===== src/hdl/lzw_pkg.sv =====
// lzw_pkg: shared constants, state encoding and control structs of the lzw compressor
// no dependencies; compiled before every other file of the block

package lzw_pkg;

  // code width default and fixed byte geometry
  localparam int LZW_CODE_WIDTH = 9;
  localparam int LZW_BYTE_W     = 8;
  localparam int LZW_FIRST_FREE = 256;

  // controller states
  typedef enum logic [2:0] {
    ST_IDLE,
    ST_LAUNCH,
    ST_SEARCH,
    ST_MISS,
    ST_FINAL
  } lzw_state_t;

  // controller to cell row
  typedef struct packed {
    logic launch;
    logic wr_en;
  } lzw_chain_cmd_t;

  // cell row to controller
  typedef struct packed {
    logic done;
    logic hit;
  } lzw_chain_sts_t;

endpackage


===== src/hdl/lzw_ctrl.sv =====
// lzw_ctrl: message sequencer; holds prefix and next free code, drives searches and inserts
// depends on lzw_pkg

module lzw_ctrl import lzw_pkg::*; #(
  parameter int CODE_WIDTH = LZW_CODE_WIDTH
) (
  input  logic                                 clk,
  input  logic                                 rst_n,
  input  logic                                 in_valid,
  output logic                                 in_ready,
  input  logic [LZW_BYTE_W-1:0]                in_byte,
  input  logic                                 in_last,
  input  logic                                 out_free,
  output logic                                 out_load,
  output logic [CODE_WIDTH-1:0]                out_code,
  output logic                                 out_last,
  output lzw_chain_cmd_t                       cmd,
  output logic [$clog2((1 << CODE_WIDTH) - LZW_FIRST_FREE)-1:0] start_idx,
  output logic [$clog2((1 << CODE_WIDTH) - LZW_FIRST_FREE)-1:0] wr_idx,
  output logic [CODE_WIDTH+LZW_BYTE_W-1:0]     key,
  input  lzw_chain_sts_t                       sts,
  input  logic [CODE_WIDTH-1:0]                hit_code
);

  localparam int CODE_LIMIT = 1 << CODE_WIDTH;
  localparam int DEPTH      = CODE_LIMIT - LZW_FIRST_FREE;
  localparam int IDX_W      = $clog2(DEPTH);
  localparam int NFC_W      = CODE_WIDTH + 1;

  lzw_state_t            state_r, state_nxt;
  logic [CODE_WIDTH-1:0] prefix_code_r, prefix_code_nxt;
  logic                  prefix_valid_r, prefix_valid_nxt;
  logic [NFC_W-1:0]      next_free_r, next_free_nxt;
  logic [LZW_BYTE_W-1:0] byte_r;
  logic                  last_r;
  logic                  accept;
  logic                  dict_empty;
  logic                  dict_full;
  logic [NFC_W-1:0]      start_full;
  logic [NFC_W-1:0]      wr_full;

  assign accept     = in_valid && in_ready;
  assign dict_empty = (next_free_r == NFC_W'(LZW_FIRST_FREE));
  assign dict_full  = next_free_r[CODE_WIDTH];

  // newest live entry sits at cell CODE_LIMIT-next_free, the next insert one cell nearer the head
  assign start_full = NFC_W'(CODE_LIMIT) - next_free_r;
  assign wr_full    = start_full - NFC_W'(1);
  assign start_idx  = start_full[IDX_W-1:0];
  assign wr_idx     = wr_full[IDX_W-1:0];
  assign key        = {prefix_code_r, byte_r};

  // next state
  always_comb begin
    state_nxt = state_r;
    case (state_r)
      ST_IDLE: begin
        if (accept) state_nxt = ST_LAUNCH;
      end
      ST_LAUNCH: begin
        if (!prefix_valid_r) state_nxt = last_r ? ST_FINAL : ST_IDLE;
        else if (dict_empty) state_nxt = ST_MISS;
        else                 state_nxt = ST_SEARCH;
      end
      ST_SEARCH: begin
        if (sts.done) begin
          if (sts.hit) state_nxt = last_r ? ST_FINAL : ST_IDLE;
          else         state_nxt = ST_MISS;
        end
      end
      ST_MISS: begin
        if (out_free) state_nxt = last_r ? ST_FINAL : ST_IDLE;
      end
      ST_FINAL: begin
        if (out_free) state_nxt = ST_IDLE;
      end
      default: state_nxt = ST_IDLE;
    endcase
  end

  // state outputs
  always_comb begin
    in_ready   = 1'b0;
    out_load   = 1'b0;
    out_last   = 1'b0;
    cmd.launch = 1'b0;
    cmd.wr_en  = 1'b0;
    case (state_r)
      ST_IDLE:   in_ready   = 1'b1;
      ST_LAUNCH: cmd.launch = prefix_valid_r && !dict_empty;
      ST_SEARCH: ;
      ST_MISS: begin
        out_load  = out_free;
        cmd.wr_en = out_free && !dict_full;
      end
      ST_FINAL: begin
        out_load = out_free;
        out_last = 1'b1;
      end
      default: ;
    endcase
  end

  assign out_code = prefix_code_r;

  // prefix and free code updates
  always_comb begin
    prefix_code_nxt  = prefix_code_r;
    prefix_valid_nxt = prefix_valid_r;
    next_free_nxt    = next_free_r;
    case (state_r)
      ST_LAUNCH: begin
        if (!prefix_valid_r) begin
          prefix_code_nxt  = CODE_WIDTH'(byte_r);
          prefix_valid_nxt = 1'b1;
        end
      end
      ST_SEARCH: begin
        if (sts.done && sts.hit) prefix_code_nxt = hit_code;
      end
      ST_MISS: begin
        if (out_free) begin
          prefix_code_nxt = CODE_WIDTH'(byte_r);
          if (!dict_full) next_free_nxt = next_free_r + NFC_W'(1);
        end
      end
      ST_FINAL: begin
        if (out_free) begin
          prefix_code_nxt  = '0;
          prefix_valid_nxt = 1'b0;
          next_free_nxt    = NFC_W'(LZW_FIRST_FREE);
        end
      end
      default: ;
    endcase
  end

  // control registers
  always_ff @(posedge clk) begin
    if (!rst_n) begin
      state_r        <= ST_IDLE;
      prefix_code_r  <= '0;
      prefix_valid_r <= 1'b0;
      next_free_r    <= NFC_W'(LZW_FIRST_FREE);
    end else begin
      state_r        <= state_nxt;
      prefix_code_r  <= prefix_code_nxt;
      prefix_valid_r <= prefix_valid_nxt;
      next_free_r    <= next_free_nxt;
    end
  end

  // captured input word
  always_ff @(posedge clk) begin
    if (accept) begin
      byte_r <= in_byte;
      last_r <= in_last;
    end
  end

`ifndef SYNTHESIS
  // a search is never started over an empty dictionary
  a_launch_nonempty: assert property (@(posedge clk) disable iff (!rst_n)
    cmd.launch |-> !dict_empty)
    else $error("search launched with no dictionary entries");

  // no insert once every code is taken
  a_insert_room: assert property (@(posedge clk) disable iff (!rst_n)
    cmd.wr_en |-> !dict_full)
    else $error("dictionary insert beyond the last code");

  // the row only reports while a search is pending
  a_done_in_search: assert property (@(posedge clk) disable iff (!rst_n)
    sts.done |-> (state_r == ST_SEARCH))
    else $error("search result outside a search");

  // a launch is always followed by the wait for its result
  a_launch_then_wait: assert property (@(posedge clk) disable iff (!rst_n)
    cmd.launch |=> (state_r == ST_SEARCH))
    else $error("search launched without waiting for it");
`endif

endmodule


===== config.mk =====
export PLATFORM = sky130hd
export DESIGN_NAME = lzw_ctrl
export DESIGN_NICKNAME = d
export VERILOG_FILES = /design/src/hdl/lzw_pkg.sv /design/src/hdl/lzw_ctrl.sv
export SDC_FILE = /design/constraint.sdc
export NUM_CORES = 1
export LEC_CHECK = 0
export ABC_AREA = 1
export BUFFER_PORTS_ARGS = -buffer_cell sky130_fd_sc_hd__buf_2
export CAP_MARGIN = 10
export CORE_ASPECT_RATIO = 0.6
export CORE_MARGIN = 1.5
export CORE_UTILIZATION = 30
export DETAILED_ROUTE_END_ITERATION = 12
export PLACE_DENSITY = 0.56
export SYNTH_ARGS = -nofsm -noshare
export SYNTH_HDL_FRONTEND = slang
export SYNTH_SLANG_ARGS = --single-unit

===== constraint.sdc =====
create_clock -name clk -period 5.9 [get_ports clk]
set_input_delay 1.18 -clock clk [delete_from_list [all_inputs] [get_ports clk]]
set_output_delay 1.18 -clock clk [all_outputs]
set_load 0.02 [all_outputs]

==> results.cfg <==
[run_status]
status = finished, final reports clean

[die]
core.rowCount = 22
die_width_um = 108
initial_utilization = 0.319
dieArea_mm2 = 0.00719
die_h_um = 66.3
core_area_mm2 = 0.00628
ioPinCount = 71

[sta]
slew-limit-headroom = 0.464
rsz0062_at_grt = false
period_share = 0.580
worst_pin_slew_ps = 800
finalSetupTns_ps = 0
holdWs_ps = 519
timing.fmax_ghz = 0.292
min_period_ps = 3420
setup_viol = 0
worst_clock_skew_ps = 6.92
finalMaxSlewViolations = 0
finalHoldViolCount = 0

[clocking]
h-tree-depth = 2
tritoncts.num_buffers = 5
cts_resized = 0
tritoncts = yes
cts_setup_buffers = 0
path_clk_slew_ps = 70
cts_num_sinks = 32
cts_hold_buf = 0
worstSkewPairLatency_ps = 280
cts-root-buf = clkbuf_8
ctsLongestPathBuffers = 2

[global_routing]
grt_pass1_wl_um = 8420
antenna_found_initial = 0
first_global_vias = 1701
grt_max_degree = 19
track_usage = 0.155
overflow = 0

[min_path]
hp-class = reg -> reg
holdPathEnd = next_free_r[9]
min-delay-start = next_free_r[8]
hold_depth = 2

[critical_path]
critPathArrivalTime_ps = 2240
ff2ff_path_depth = 7
endpoint_kind = output port
path_class = reg -> out
cp_max_fo = 7
reg2reg_from = state_r[2]
rrSetupSlack_ps = 4140
r2r-end = state_r[2]
crit_required_ps = 4720
crit_path_start_kind = flip-flop

[synth]
syn-instance-count = 304
synth_warnings = 0
synth_cell_type_count = 27
ys_ff_latch = 32
avgSynthCellArea_um2 = 6.59
synthTopCellsByArea = dfxtp_1 (23%), nand2_1 (18%), edfxtp_1 (14%)
synth_nets = 330
synth_area_mm2 = 0.00200
synth_top_cell_area_share = 0.230
yosysSeqAreaShare = 0.365
synth_top_area_cell = dfxtp_1

[placement]
io_buffers = 70
place_hpwl_um = 4270
dp.cells = 443
gp_congestion = 0.887

[run]
max_cap_violations = 0

[layout]
area_delta_synth_final_pct = 22.3
finalNonFillerCells = 451
regArea_um2 = 731
multiInputGateArea_um2 = 992
nFillCells = 687
antenna_cells_inserted = 0
layout-drive-gt1-share = 0.259
nNetsFinal = 392

[routing]
post_drt_wl_per_cell_um = 11.9
viasPerCell = 4.45
ant_nets = 0
totalWireLength_um = 5370
firstDrtPassIters = 4
drt-initial-drc-count = 120
num_vias = 2008
route.detailed.drc = 0

[pwr]
p_leak_nw = 1.33
power_density_mw_per_mm2 = 301
vdd_drop_max_v = 0.000142
[sequential cells by signal (all words and copies together) (netlist names)]
register        flops
prefix_valid_r      1
byte_r              8
next_free_r        10
out_code            9
last_r              1
state_r             3
[layer usage]
| metal | track usage | up-vias | part of all wire |
|---|---|---|---|
| met5 | 0 | - | 0 |
| met4 | 0.0493 | 0 | 0.0095 |
| met3 | 0.0355 | 4 | 0.064 |
| met2 | 0.208 | 49 | 0.39 |
| met1 | 0.236 | 894 | 0.53 |
| li1 | - | 1061 | - |
[metrics by stage]
stage               worst slack (ps)  area (um^2)  utilization  power, W
finish                          2480         2450        0.390  0.000735
global placement                2870         2340        0.373  0.000528
detailed placement              2790         2340        0.373  0.000530
global route                    2260         2450        0.390  0.000781
CTS                             2480         2450        0.390  0.000741
floorplan                       2710         2000            -  0.000470
[layout by cell type, fill, tap and decap left out, drive strengths merged, types with 3 or more instances in the layout]
cell,synthesis,layout
a21oi,13,13
buf,14,70
clkbuf,1,6
dfxtp,23,23
edfxtp,9,9
inv,42,42
nand2,103,103
nand3,26,26
nand4,5,5
nor2,46,46
nor3,3,3
o21ai,10,10
[worst max path at each step]
stage / endpoint / cells after the start / slack (ps) / from
2_1_floorplan: wr_idx[5] / 7 / 2710 / next_free_r[0]
3_3_place_gp: wr_idx[7] / 10 / 2870 / next_free_r[0]
3_5_place_dp: wr_idx[7] / 10 / 2790 / next_free_r[0]
4_1_cts: wr_idx[7] / 10 / 2480 / next_free_r[0]
5_1_grt: wr_idx[7] / 10 / 2260 / next_free_r[0]
6_report: wr_idx[7] / 10 / 2480 / next_free_r[0]
[cell type report]
| type | count | share of cell area |
|---|---|---|
| tap | 84 | 0.0429 |
| multi-input combinational | 214 | 0.405 |
| sequential | 32 | 0.299 |
| clock buffer | 6 | 0.0297 |
| inverter | 43 | 0.0660 |
| clock inverter | 2 | 0.0143 |
| timing repair buffer | 70 | 0.143 |
[cell families after synthesis]
family / synth area share
xor+xnor: 0.00875
simple gates: 0.409
buf+inv: 0.139
flops: 0.365
fa+ha+maj: 0.0125
compound gates: 0.0656
[critical path, cell delays in order (launching register included)]
cell,delay [ps]
dfxtp_1,420
inv_1,160
ha_1,360
or2_2,300
nor2_1,110
nand2_1,120
nor2_4,130
nand3_1,90
nand2_1,80
nand2_1,40
buf_2,150
[synth_stat cells]
cell type,n
nand2_1,95
nor2_1,40
inv_1,39
nand3_1,26
dfxtp_1,23
a21oi_1,13
buf_4,11
o21ai_0,10
edfxtp_1,9
nand4_1,5
nand2_2,4
nand2_4,4
inv_2,3
nor2_2,3
nor2_4,3
nor3_1,3
buf_2,2
ha_1,2
a21boi_0,1
and2_1,1
buf_6,1
clkbuf_8,1
clkinv_1,1
o32ai_1,1
or2_2,1
xnor2_1,1
xor2_1,1
[report_power, final]
group,total [W],switching (W),internal [W]
logic,0.000260,0.000174,0.0000856
registers,0.000264,0.0000150,0.000249
clock network,0.000211,0.0000859,0.000125
No activity file was read; power rests on OpenSTA's default activity.
